$ cat config.mk
export PLATFORM = sky130hd
export DESIGN_NAME = led_adsr_envelope
export DESIGN_NICKNAME = d
export VERILOG_FILES = /design/src/rtl/lae_pkg.sv /design/src/rtl/led_adsr_envelope.sv /design/src/rtl/lae_cfg.sv /design/src/rtl/lae_div.sv
export SDC_FILE = /design/constraint.sdc
export NUM_CORES = 1
export LEC_CHECK = 0
export BUFFER_PORTS_ARGS = -buffer_cell sky130_fd_sc_hd__buf_2
export CAP_MARGIN = 30
export CORE_ASPECT_RATIO = 0.7
export CORE_MARGIN = 5
export CORE_UTILIZATION = 40
export CTS_CLUSTER_SIZE = 8
export DETAILED_ROUTE_END_ITERATION = 8
export PLACE_DENSITY_LB_ADDON = 0.1
export REMOVE_ABC_BUFFERS = 1
export SLEW_MARGIN = 10
export SYNTH_ARGS = -nofsm -noshare
export SYNTH_HDL_FRONTEND = slang
export SYNTH_HIERARCHICAL = 1
export SYNTH_SLANG_ARGS = --single-unit
$ cat constraint.sdc
create_clock -name clk -period 4.6 [get_ports clk]
set_input_delay 0.23 -clock clk [delete_from_list [all_inputs] [get_ports clk]]
set_output_delay 0.23 -clock clk [all_outputs]
set_load 0.005 [all_outputs]
$ cat src/rtl/lae_pkg.sv
// ----------------------------------------------------------------------------
// lae_pkg
// shared types and constants of the led envelope generator
// ----------------------------------------------------------------------------
package lae_pkg;

  localparam int unsigned TICK_W   = 10;
  localparam int unsigned LEVEL_W  = 8;
  localparam int unsigned PADDR_W  = 5;
  localparam int unsigned PDATA_W  = 32;

  localparam logic [TICK_W-1:0]  OFFSET_LIMIT  = TICK_W'(1000);
  localparam logic [LEVEL_W-1:0] MAX_LEVEL_RST = LEVEL_W'(255);

  typedef enum logic [2:0] {
    REG_ATTACK  = 3'd0,
    REG_DECAY   = 3'd1,
    REG_RELEASE = 3'd2,
    REG_MIN     = 3'd3,
    REG_MAX     = 3'd4
  } reg_idx_t;

  typedef enum logic [1:0] {
    PH_IDLE    = 2'd0,
    PH_ATTACK  = 2'd1,
    PH_HOLD    = 2'd2,
    PH_RELEASE = 2'd3
  } phase_t;

  typedef struct packed {
    logic [TICK_W-1:0]  attack_ticks;
    logic [TICK_W-1:0]  decay_ticks;
    logic [TICK_W-1:0]  release_ticks;
    logic [LEVEL_W-1:0] min_level;
    logic [LEVEL_W-1:0] max_level;
  } env_cfg_t;

endpackage

$ cat src/rtl/led_adsr_envelope.sv
// ----------------------------------------------------------------------------
// led_adsr_envelope
// attack / hold / release brightness envelope for one led, one item per tick
// ----------------------------------------------------------------------------
//  channel  direction  handshake            payload
//  in       input      in_valid / in_stall  in_trigger
//  out      output     out_valid/out_stall  out_level, out_phase
//  cfg      input      apb write / read     five envelope registers
//
//  each item passes through these steps: the phase is picked at the accepting
//  edge, the bit-serial step divider works out the eight quotient bits, ST_DIV
//  sees the divider finish and ST_DONE loads the output register. the next
//  item is taken once the state is back in idle. one item is worked on at a
//  time; in_stall is high while it is in flight. a stalled result holds the
//  finishing step.
//  synchronous active-low reset restores register defaults, offset and level.
// ----------------------------------------------------------------------------
module led_adsr_envelope
  import lae_pkg::*;
(
  input  logic               clk,
  input  logic               rst_n,
  input  logic               in_valid,
  output logic               in_stall,
  input  logic               in_trigger,
  output logic               out_valid,
  input  logic               out_stall,
  output logic [LEVEL_W-1:0] out_level,
  output logic [1:0]         out_phase,
  input  logic               cfg_psel,
  input  logic               cfg_penable,
  input  logic               cfg_pwrite,
  input  logic [PADDR_W-1:0] cfg_paddr,
  input  logic [PDATA_W-1:0] cfg_pwdata,
  output logic [PDATA_W-1:0] cfg_prdata,
  output logic               cfg_pready
);

  typedef enum logic [1:0] {
    ST_IDLE,
    ST_DIV,
    ST_DONE
  } state_t;

  env_cfg_t           cfg;
  state_t             state_r;
  logic [TICK_W-1:0]  offset_r;
  logic [LEVEL_W-1:0] level_r;
  phase_t             phase_r;
  logic               out_valid_r;
  logic [LEVEL_W-1:0] out_level_r;
  phase_t             out_phase_r;

  logic               accept;
  logic               div_start;
  logic               div_done;
  logic [LEVEL_W-1:0] step;
  logic [TICK_W-1:0]  off_sel;
  logic [TICK_W:0]    hold_end;
  logic [TICK_W+1:0]  rel_end;
  phase_t             phase_sel;
  logic [TICK_W-1:0]  divisor;
  logic [LEVEL_W:0]   sum;
  logic [LEVEL_W-1:0] level_nxt;
  logic               finish;

  lae_cfg u_cfg (
    .clk     (clk),
    .rst_n   (rst_n),
    .psel    (cfg_psel),
    .penable (cfg_penable),
    .pwrite  (cfg_pwrite),
    .paddr   (cfg_paddr),
    .pwdata  (cfg_pwdata),
    .prdata  (cfg_prdata),
    .pready  (cfg_pready),
    .cfg     (cfg)
  );

  lae_div u_div (
    .clk      (clk),
    .rst_n    (rst_n),
    .start    (div_start),
    .dividend (cfg.max_level),
    .divisor  (divisor),
    .done     (div_done),
    .quotient (step)
  );

  assign in_stall  = (state_r != ST_IDLE);
  assign accept    = in_valid & ~in_stall;
  assign div_start = accept;
  assign finish    = (state_r == ST_DONE) & (~out_valid_r | ~out_stall);

  assign off_sel  = in_trigger ? '0 : offset_r;
  assign hold_end = {1'b0, cfg.attack_ticks} + {1'b0, cfg.decay_ticks};
  assign rel_end  = {1'b0, hold_end} + {2'b00, cfg.release_ticks};

  always_comb begin
    if (cfg.attack_ticks == '0 && cfg.decay_ticks == '0 && cfg.release_ticks == '0) begin
      phase_sel = PH_IDLE;
    end else if (off_sel <= cfg.attack_ticks) begin
      phase_sel = PH_ATTACK;
    end else if ({1'b0, off_sel} <= hold_end) begin
      phase_sel = PH_HOLD;
    end else if ({2'b00, off_sel} <= rel_end) begin
      phase_sel = PH_RELEASE;
    end else begin
      phase_sel = PH_IDLE;
    end
  end

  assign divisor = (phase_sel == PH_ATTACK) ? cfg.attack_ticks : cfg.release_ticks;
  assign sum     = {1'b0, level_r} + {1'b0, step};

  always_comb begin
    case (phase_r)
      PH_ATTACK: begin
        if (cfg.attack_ticks == '0 || sum > {1'b0, cfg.max_level}) begin
          level_nxt = cfg.max_level;
        end else begin
          level_nxt = sum[LEVEL_W-1:0];
        end
      end
      PH_HOLD:    level_nxt = cfg.max_level;
      PH_RELEASE: begin
        if (level_r < step || (level_r - step) < cfg.min_level) begin
          level_nxt = cfg.min_level;
        end else begin
          level_nxt = level_r - step;
        end
      end
      default:    level_nxt = cfg.min_level;
    endcase
  end

  always_ff @(posedge clk) begin
    if (!rst_n) begin
      state_r     <= ST_IDLE;
      offset_r    <= '0;
      level_r     <= '0;
      out_valid_r <= 1'b0;
    end else begin
      if (finish) begin
        out_valid_r <= 1'b1;
      end else if (!out_stall) begin
        out_valid_r <= 1'b0;
      end
      unique case (state_r)
        ST_IDLE: begin
          if (accept) begin
            offset_r <= off_sel;
            phase_r  <= phase_sel;
            state_r  <= ST_DIV;
          end
        end
        ST_DIV: begin
          if (div_done) begin
            state_r <= ST_DONE;
          end
        end
        ST_DONE: begin
          if (finish) begin
            level_r     <= level_nxt;
            out_level_r <= level_nxt;
            out_phase_r <= phase_r;
            if (offset_r < OFFSET_LIMIT) begin
              offset_r <= offset_r + 1'b1;
            end
            state_r <= ST_IDLE;
          end
        end
        default: state_r <= ST_IDLE;
      endcase
    end
  end

  assign out_valid = out_valid_r;
  assign out_level = out_level_r;
  assign out_phase = out_phase_r;

endmodule

$ cat src/rtl/lae_cfg.sv
// ----------------------------------------------------------------------------
// lae_cfg
// apb register file holding envelope lengths and levels
// ----------------------------------------------------------------------------
module lae_cfg
  import lae_pkg::*;
(
  input  logic               clk,
  input  logic               rst_n,
  input  logic               psel,
  input  logic               penable,
  input  logic               pwrite,
  input  logic [PADDR_W-1:0] paddr,
  input  logic [PDATA_W-1:0] pwdata,
  output logic [PDATA_W-1:0] prdata,
  output logic               pready,
  output env_cfg_t           cfg
);

  env_cfg_t   cfg_r;
  logic [2:0] idx;
  logic       wr_en;

  assign idx    = paddr[4:2];
  assign wr_en  = psel & penable & pwrite;
  assign pready = 1'b1;
  assign cfg    = cfg_r;

  always_ff @(posedge clk) begin
    if (!rst_n) begin
      cfg_r.attack_ticks  <= '0;
      cfg_r.decay_ticks   <= '0;
      cfg_r.release_ticks <= '0;
      cfg_r.min_level     <= '0;
      cfg_r.max_level     <= MAX_LEVEL_RST;
    end else if (wr_en) begin
      unique case (idx)
        REG_ATTACK:  cfg_r.attack_ticks  <= pwdata[TICK_W-1:0];
        REG_DECAY:   cfg_r.decay_ticks   <= pwdata[TICK_W-1:0];
        REG_RELEASE: cfg_r.release_ticks <= pwdata[TICK_W-1:0];
        REG_MIN:     cfg_r.min_level     <= pwdata[LEVEL_W-1:0];
        REG_MAX:     cfg_r.max_level     <= pwdata[LEVEL_W-1:0];
        default: ;
      endcase
    end
  end

  always_comb begin
    unique case (idx)
      REG_ATTACK:  prdata = PDATA_W'(cfg_r.attack_ticks);
      REG_DECAY:   prdata = PDATA_W'(cfg_r.decay_ticks);
      REG_RELEASE: prdata = PDATA_W'(cfg_r.release_ticks);
      REG_MIN:     prdata = PDATA_W'(cfg_r.min_level);
      REG_MAX:     prdata = PDATA_W'(cfg_r.max_level);
      default:     prdata = '0;
    endcase
  end

endmodule

$ cat src/rtl/lae_div.sv
// ----------------------------------------------------------------------------
// lae_div
// bit-serial restoring divider, one quotient bit per cycle
// ----------------------------------------------------------------------------
module lae_div
  import lae_pkg::*;
(
  input  logic               clk,
  input  logic               rst_n,
  input  logic               start,
  input  logic [LEVEL_W-1:0] dividend,
  input  logic [TICK_W-1:0]  divisor,
  output logic               done,
  output logic [LEVEL_W-1:0] quotient
);

  localparam int unsigned CNT_W = $clog2(LEVEL_W + 1);

  logic               busy_r;
  logic               done_r;
  logic [CNT_W-1:0]   cnt_r;
  logic [TICK_W-1:0]  rem_r;
  logic [LEVEL_W-1:0] dvd_r;
  logic [TICK_W-1:0]  dvs_r;

  logic [TICK_W:0]    trial;
  logic [TICK_W:0]    diff;
  logic               ge;

  assign trial    = {rem_r, dvd_r[LEVEL_W-1]};
  assign ge       = trial >= {1'b0, dvs_r};
  assign diff     = trial - {1'b0, dvs_r};
  assign done     = done_r;
  assign quotient = dvd_r;

  always_ff @(posedge clk) begin
    if (!rst_n) begin
      busy_r <= 1'b0;
      done_r <= 1'b0;
      cnt_r  <= '0;
    end else begin
      done_r <= 1'b0;
      if (start) begin
        busy_r <= 1'b1;
        cnt_r  <= '0;
      end else if (busy_r) begin
        cnt_r <= cnt_r + 1'b1;
        if (cnt_r == CNT_W'(LEVEL_W - 1)) begin
          busy_r <= 1'b0;
          done_r <= 1'b1;
        end
      end
    end
  end

  always_ff @(posedge clk) begin
    if (start) begin
      rem_r <= '0;
      dvd_r <= dividend;
      dvs_r <= divisor;
    end else if (busy_r) begin
      rem_r <= ge ? diff[TICK_W-1:0] : trial[TICK_W-1:0];
      dvd_r <= {dvd_r[LEVEL_W-2:0], ge};
    end
  end

endmodule

Word-level counts from Yosys, hierarchy flattened. Cells that the tools add are included.

Bits in registers: 113. Input bits: 45. Bits in latches: 0. Output and inout port bits: 45. Word-level logic and storage cells: 110. ROM bits: 0. Bits in writable memories: 0. Memories: 0.

Order comparisons: 8. Equal/unequal tests: 16. Reduce and logical (&&, ||, !) cells: 24. Bitwise logic cells: 10. $add $sub $neg: 7. Shift-type cells: 0. Multiply operators: 0. Div/mod/pow operators: 0. Multiplexer cells: 27.

Operators by type and width (number): $mux W10 (6); $pmux W10 S5 (1); $mux W8 (4); $logic_not A10 Y1 (3); $pmux W8 S3 (1); $pmux W10 S2 (1); $lt A8 B8 Y1 (2); $mux W2 (7); $add A11 B10 Y12 (1); $le A10 B12 Y1 (1); $reduce_and A2 Y1 (6); $add A10 B10 Y11 (1); $ge A11 B10 Y1 (1); $le A10 B11 Y1 (1); $add A10 B1 Y10 const B (1); $le A10 B10 Y1 (1); $lt A10 B10 Y1 const B (1); $sub A10 B10 Y10 (1); $add A8 B8 Y9 (1); $gt A9 B8 Y1 (1); $reduce_and A3 Y1 (3); $sub A8 B8 Y8 (1); $eq A2 B1 Y1 const B (3); $eq A2 B2 Y1 const B (3); other kinds (20) (40).

Longest topological paths before layout. Gate-level depths: netlist of the first run.

Depth in word-level cells: 9. Depth in mapped cells: 20. Gate-level depth less buffers: 20.

By module. The synthesis of the first run kept the hierarchy.

Modules (own cells, without submodules): led_adsr_envelope (sequential area each 780.7 µm², cells an instance 545, times used 1, area each 4513.1 µm²); lae_cfg (sequential area each 920.9 µm², cells an instance 253, times used 1, area each 2408.6 µm²); lae_div (sequential area each 860.8 µm², cells an instance 168, times used 1, area each 1848.0 µm²).

Least setup slack after synthesis of the first run. Ideal clock, no wire load.

Path type: reg-to-reg. Start: reg u_cfg.cfg_r, in the netlist u_cfg/cfg[36]. End: reg phase_r[1], data pin. Arrival: 3.836 ns. Stages on the path, launching flop included: 21. Required time: 4.345 ns. Period minus slack after synthesis: 4.092 ns. Setup slack: 0.508 ns. Buffers on the path: 0. Library setup time: 0.255 ns. Cells stage by stage: dfxtp_1 > ha_1 > fa_1 > a21o_1 > a21oi_1 > o21bai_1 > a21oi_1 > xnor2_1 > ha_1 > a21oi_1 > o21ai_0 > a21o_1 > a21oi_1 > xor2_1 > ha_1 > o21ai_0 > a221oi_1 > o31ai_1 > a311oi_1 > nand2_1 > and3b_1.

Longest elaborated chain between the ends: 7. Elaborated cells between the ends (all ways): 12. Classes of those cells: 2 x add/sub; 3 x order compare; 4 x mux; 3 x reduce/logical.

RTL lines: from (decl) (RTL line lae_cfg.sv:20) `env_cfg_t cfg_r;`; $add A10 B10 Y11 (RTL line led_adsr_envelope.sv:96) `assign hold_end = {1'b0, cfg.attack_ticks} + {1'b0, cfg.decay_ticks};`; $add A11 B10 Y12 (RTL line led_adsr_envelope.sv:97) `assign rel_end = {1'b0, hold_end} + {2'b00, cfg.release_ticks};`; $le A10 B12 Y1 (RTL line led_adsr_envelope.sv:106) `end else if ({2'b00, off_sel} <= rel_end) begin`; $mux W2 (RTL line led_adsr_envelope.sv:106); $mux W2 (RTL line led_adsr_envelope.sv:104) `end else if ({1'b0, off_sel} <= hold_end) begin`; $mux W2 (RTL line led_adsr_envelope.sv:102) `end else if (off_sel <= cfg.attack_ticks) begin`; $mux W2 * (RTL line led_adsr_envelope.sv:100) `if (cfg.attack_ticks == '0 && cfg.decay_ticks == '0 && cfg.release_ticks == '0) begin`; net phase_sel[1] (RTL line led_adsr_envelope.sv:61) `phase_t phase_sel;`; to (signal assigned) (RTL line led_adsr_envelope.sv:153) `phase_r <= phase_sel;`; to (decl) (RTL line led_adsr_envelope.sv:49) `phase_t phase_r;`.

The timed path passes the listed nets; every way through them passes the cells marked *. A chain may end at the register's enable or synchronous reset.

Worst setup path after layout of the first run.
Start: reg u_cfg.cfg_r, in the netlist u_cfg/cfg[26]. End: reg phase_r[1], data pin.

The elaborated chain is that of the path after synthesis.

==> results of run 1 <==
==> kinds of logic after synthesis <==
kind of cell    after synthesis
fa+ha+maj                    98
compound gates              204
mux                          84
flops                       113
buf+inv                     129
other cells                   2
simple gates                300
xor+xnor                     36
==> how the worst max path moves through the flow <==
stage                              from    endpoint  slack, ps
after detailed placement  u_cfg/cfg[26]  phase_r[1]          5
after floorplan           u_cfg/cfg[36]  phase_r[1]        510
after global placement    u_cfg/cfg[26]  phase_r[1]         70
after global routing      u_cfg/cfg[26]  phase_r[1]         10
after CTS                 u_cfg/cfg[26]  phase_r[1]         60
final                     u_cfg/cfg[26]  phase_r[1]        200
==> where the power goes <==
| part | total (mW) | internal [mW] | switching (mW) |
|---|---|---|---|
| clock | 1.31 | 0.837 | 0.471 |
| sequential | 1.11 | 1.06 | 0.0441 |
| combinational | 0.551 | 0.236 | 0.316 |
| total | 2.97 | 2.14 | 0.831 |
==> Yosys cell counts, types with 14 or more instances <==
cell	instances
edfxtp_1	30
o21ai_0	43
dfxtp_1	83
ha_1	93
a22oi_1	17
a21o_1	14
buf_4	24
clkbuf_1	15
nor2b_1	42
nor2_1	42
xnor2_1	23
nand3_1	18
a21oi_1	38
inv_1	72
nand2_1	96
mux2_2	20
mux2i_1	58
==> timing repair <==
action / CTS / global route
pin swaps: 0 / 6
hold endpoints to repair: 0 / 0
setup endpoints to repair: 1 / 2
buffers inserted: 0 / 2
gates resized for setup: 1 / 7
==> placed cells by master (no fill, tap or decap), drive strengths merged, types with 7 or more instances in the layout <==
| cell type | n |
|---|---|
| a211oi | 7 |
| a21o | 15 |
| a21oi | 39 |
| a22oi | 17 |
| and2 | 8 |
| and3 | 7 |
| buf | 61 |
| clkbuf | 22 |
| conb | 23 |
| dfxtp | 83 |
| edfxtp | 30 |
| ha | 93 |
| inv | 75 |
| mux2 | 26 |
| mux2i | 58 |
| nand2 | 97 |
| nand2b | 12 |
| nand3 | 19 |
| nand4 | 11 |
| nor2 | 47 |
| nor2b | 43 |
| nor3 | 17 |
| nor4 | 14 |
| o21ai | 45 |
| o22ai | 12 |
| xnor2 | 24 |
| xor2 | 12 |
==> per-layer routing <==
metal	track usage [%]	part of all wire (%)
met5	0	0
met4	4.064	0.83
met3	2.914	4.3
met2	25.39	39
met1	30.78	56
==> cell type report <==
class	instances	area (um^2)	share of cell area, %
multi-input cells	745	5658	57.80
flip-flops and latches	113	2564	26.19
clock buffers	22	474.2	4.845
repair buffers	61	356.6	3.643
well taps	282	352.8	3.605
inverters	73	274.0	2.799
clock inverters	10	108.9	1.112
==> flip-flops by register name, indices dropped and copies added (netlist names) <==
| register | cells |
|---|---|
| u_div/rem_r | 10 |
| u_div/done | 1 |
| u_div/cnt_r | 4 |
| out_valid | 1 |
| phase_r | 2 |
| state_r | 2 |
| u_cfg/cfg | 46 |
| out_level | 8 |
| u_div/dvs_r | 10 |
| u_div/quotient | 8 |
| level_r | 8 |
| out_phase | 2 |
| u_div/busy_r | 1 |
| offset_r | 10 |
==> worst max-delay path, delay by kind of cell (launching register included) <==
family                   cells  cell delay [ps]
AND/OR/NAND/NOR              2              230
buffers and inverters        1              170
XOR/XNOR                     2              270
flip-flops                   1              340
adder cells (fa/ha/maj)      4             1210
AO/OA/AOI/OAI               12             1940
==> stage by stage <==
stage | worst slack (ps) | instance area (um^2) | hold WS, ps | utilization [%] | power, mW
3_5_place_dp | 4.873 | 9168 | 465.5 | 42.40 | 1.671
5_1_grt | 12.94 | 9788 | 109.5 | 45.27 | 3.110
6_report | 205.0 | 9788 | 93.41 | 45.27 | 2.967
3_3_place_gp | 73.04 | 9149 | 481.0 | 42.31 | 1.664
4_1_cts | 59.76 | 9754 | 85.39 | 45.12 | 2.987
2_1_floorplan | 508.4 | 8471 | 351.7 | - | 1.506
==> results_dict.tcl, run 1 <==
set metrics [dict create \
    p_per_area_nw_per_um2 303.1 \
    syn_area_per_cell_um2 9.078 \
    cpMostUsedCell "ha_1" \
    core_area_um2 21620 \
    synth_area_um2 8770 \
    grt_overflow 0 \
    drtAntennaViolNets 0 \
    post-synth-top-area-cell "dfxtp_1" \
    reg2reg_slack_ps 200 \
    worstPathRequired_ps 4770 \
    whs_path_depth 3 \
    fin_crit_ps 4395 \
    timing.final.crit_share_pct 95.54 \
    n_antenna_cell 0 \
    synth-xor-area-share_pct 3.681 \
    hpwl_um 18380 \
    critPathLaunchType "flip-flop" \
    path_class "reg -> reg" \
    clk_pin_slew_ps 60 \
    synth_top_family_by_area "simple AND/OR/NAND/NOR gates" \
    cts_tree "built" \
    max_freq_mhz 227.5 \
    seq_area_frac_synth_pct 29.22 \
    tns_ps 0 \
    setup_violations 0 \
    fillCellCount 2116 \
    crit_fanout 4 \
    path_cells "ha_1 -> fa_2 -> a21o_1 -> a21oi_2 -> o21bai_1 -> a21oi_1 -> xnor2_1 -> ha_1 -> a21oi_2 -> o21ai_1 -> a21o_1 -> a21oi_1 -> xor2_1 -> ha_1 -> o21ai_0 -> a221oi_1 -> o31ai_1 -> a311oi_1 -> buf_4 -> nand2_1 -> and3b_1" \
    max_slew_margin_pct 41.94 \
    grt_pass1_wl_um 37280 \
    end_kind "flip-flop" \
    worstHoldStart "cfg_pwdata[6]" \
    worstMarginPinSlew_ps 869.7 \
    numPortBuffers 42 \
    rr_endpoint "phase_r[1]" \
    worst_path_max_delay_cell "fa_2" \
    drc_errors 0 \
    yosys_most_used_dff "dfxtp_1" \
    htree_levels 4 \
    peakVddDrop_uv 266.7 \
    worst_clock_skew_ps 9.783 \
    io_pins 90 \
    final_cells 1306 \
    synth_adder_area_share_pct 14.41 \
    ys_async_sr_fraction_pct 0 \
    p_leak_nw 4.201 \
    grt_pass1_vias 6500 \
    place_inst 1272 \
    yosys_warnings 6 \
    cap_violations 0 \
    drive_gt1_share_pct 15.33 \
    yosys-top-cells-area "dfxtp_1 19%, ha_1 13%, edfxtp_1 10%" \
    hold_viol_final 0 \
    r2r-start "u_cfg/cfg[26]" \
    die-area_um2 25030 \
    hold_class "in -> reg" \
    wire_per_inst_um 18.24 \
    synth-compound-area-share_pct 16.61 \
    areaGrowthSynthToFinish_pct 11.61 \
    fin_nets 1154 \
    die_w_um 187.0 \
    grt_setup_unrepaired "false" \
    synth_mux_area_share_pct 9.959 \
    yosys.cell_types.count 101 \
    drt_iter0_drc 548 \
    ys_ff_latch 113 \
    initial_utilization_pct 40.56 \
    track_usage_pct 18.82 \
    slew_violations 0 \
    min_to "u_cfg/cfg[6]" \
    syn_inst 966 \
    cts_inserted_buffers 17 \
    grt_max_degree 43 \
    yosys.area.top_type_share_pct 18.95 \
    dieHeight_um 133.9 \
    place.gp.congestion 0.8684 \
    viasPerCell 5.291 \
    clock_latency_ps 420 \
    outcome "finished, final reports clean" \
    cpPeakStageDelay_ps 350 \
    synth_edf_count 30 \
    numClockSinks 113 \
    clockBufferDepth 2 \
    holdBufCountCts 0 \
    cp.arrival_ps 4560 \
    dr.pass1.iters 5 \
    grt_antenna_before_repair 0 \
    rr_worst_depth 21 \
    via_count 6910 \
    totalWireLength_um 23820 \
    rows 45 \
    root_buffer "clkbuf_16" \
    yosys.area_share.simple_pct 18.60 \
]
(Power assumes the default switching activity.)
==> run 2: changes to the inputs <==
--- a/config.mk
+++ b/config.mk
@@ -10,6 +10,7 @@
 export CORE_ASPECT_RATIO = 0.7
 export CORE_MARGIN = 5
 export CORE_UTILIZATION = 40
+export CTS_BUF_LIST = sky130_fd_sc_hd__clkbuf_4 sky130_fd_sc_hd__clkbuf_8
 export CTS_CLUSTER_SIZE = 8
 export DETAILED_ROUTE_END_ITERATION = 8
 export PLACE_DENSITY_LB_ADDON = 0.1
==> results_dict.tcl, run 2 (synthesized netlist as in run 1, its figures left out) <==
set metrics [dict create \
    clkPwrFrac_pct 36.9 \
    cap_violations 0 \
    worstPathRequired_ps 4800 \
    worst_clock_skew_ps 15.42 \
    clock_latency_ps 440 \
    grt_max_degree 43 \
    hold_class "in -> reg" \
    outcome "finished, final reports clean" \
    track_usage_pct 18.75 \
    clk_pin_slew_ps 80 \
    worstMarginPinSlew_ps 883.8 \
    fin_nets 1154 \
    intPower_mw 1.831 \
    grt_overflow 0 \
    drt_iter0_drc 524 \
    tns_ps 0 \
    crit_fanout 4 \
    via_count 6950 \
    numPortBuffers 42 \
    slew_violations 0 \
    drc_errors 0 \
    cpMostUsedCell "ha_1" \
    initial_utilization_pct 40.56 \
    drive_gt1_share_pct 15.53 \
    path_buf_inv 1 \
    max_freq_mhz 227.4 \
    path_cells "ha_1 -> fa_2 -> a21o_1 -> a21oi_2 -> o21bai_1 -> a21oi_1 -> xnor2_1 -> ha_1 -> a21oi_2 -> o21ai_1 -> a21o_1 -> a21oi_1 -> xor2_1 -> ha_1 -> o21ai_0 -> a221oi_1 -> o31ai_1 -> a311oi_1 -> buf_4 -> nand2_1 -> and3b_1" \
    final_cells 1306 \
    fillCellCount 2140 \
    grt_setup_unrepaired "false" \
    end_kind "flip-flop" \
    p_seq_share_pct 42.1 \
    whs_path_depth 3 \
    areaGrowthSynthToFinish_pct 9.516 \
    path_class "reg -> reg" \
    wire_per_inst_um 18.24 \
    core_area_um2 21620 \
    cp.arrival_ps 4600 \
    pwr-share-comb_pct 21.0 \
    critical_path.top_delay_family "compound AO/OA/AOI/OAI gates" \
    rr_worst_depth 21 \
    totalWireLength_um 23820 \
    p_leak_nw 4.120 \
    worst-path-stages 21 \
    hpwl_um 18380 \
    hold_viol_final 0 \
    peakVddDrop_uv 149.0 \
    swShare_pct 30.25 \
    largest_reg_flops 46 \
    grt_antenna_before_repair 0 \
    n_antenna_cell 0 \
    place_inst 1272 \
    place_area_um2 9168 \
    io_pins 90 \
    fin_crit_ps 4398 \
    dieHeight_um 133.9 \
    place.gp.congestion 0.8684 \
    rows 45 \
    die-area_um2 25030 \
    viasPerCell 5.322 \
    p_sw_uw 793.8 \
    final_common_cell "nand2_1" \
    design_area_um2 9604 \
    critPathLaunchType "flip-flop" \
    grt_pass1_vias 6478 \
    dr.pass1.iters 5 \
    timing.final.crit_share_pct 95.62 \
    htree_levels 4 \
    cts_inserted_buffers 17 \
    worst_path_max_delay_cell "fa_2" \
    setup_violations 0 \
    drtAntennaViolNets 0 \
    grt_pass1_wl_um 37160 \
    cpPeakStageDelay_ps 350 \
    root_buffer "clkbuf_8" \
    mostFrequentLayoutCells "96 x nand2_1, 93 x ha_1, 82 x dfxtp_1" \
    die_w_um 187.0 \
    cts_tree "built" \
    max_slew_margin_pct 41.00 \
    clockBufferDepth 2 \
    numClockSinks 113 \
    p_per_area_nw_per_um2 273.3 \
]
[run 2: layer usage]
metal	routed length (um)	global-route usage (%)	share of wire [%]
met4	163	2.956	0.68
met1	13230	30.68	56
met2	9189	25.35	39
met5	0	0	0
met3	1240	3.460	5.2
[run 2: tightest hold or removal path, delay by kind of cell]
family,cells,cell delay [ps]
mux,1,110
buf+inv,1,90
simple gates,1,40
[run 2: path summary, 6_finish.rpt]
path / end / start / slack [ps]
max: phase_r[1] / u_cfg/cfg[26] / 200
max reg2reg: phase_r[1] / u_cfg/cfg[26] / 200
min: u_cfg/cfg[6] / cfg_pwdata[6] / 60
min reg2reg: u_div/done / u_div/cnt_r[3] / 490
[run 2: cell type report]
cell class                 instances  area, um^2  area share, %
multi-input combinational        745        5658          58.91
sequential                       113        2564          26.69
timing repair buffer              61       356.6          3.713
tap                              282       352.8          3.674
clock buffer                      22       290.3          3.022
inverter                          73       274.0          2.853
clock inverter                    10       108.9          1.133
[run 2: what timing repair did]
action,CTS,global route
setup endpoints to repair,1,2
resized for setup,1,7
buffers inserted,0,2
hold buffers,0,0
pin swaps,0,6
[run 2: power by group through the flow]
stage,Clock [mW],Sequential [mW],Combinational [mW]
3_3_place_gp,0,1.13,0.535
3_5_place_dp,0,1.13,0.544
2_1_floorplan,0,1.11,0.393
5_1_grt,1.04,1.11,0.616
6_report,0.968,1.11,0.551
4_1_cts,0.987,1.11,0.547
[run 2: stage by stage]
step | power, mW | setup WS (ps) | utilization (%) | hold slack, ps
after global placement | 1.664 | 73.04 | 42.31 | 481.0
final | 2.625 | 201.7 | 44.42 | 58.69
after floorplan | 1.506 | 508.4 | - | 351.7
after global routing | 2.762 | 8.744 | 44.42 | 66.24
after CTS | 2.639 | 60.14 | 44.27 | 46.27
after detailed placement | 1.671 | 4.873 | 42.40 | 465.5
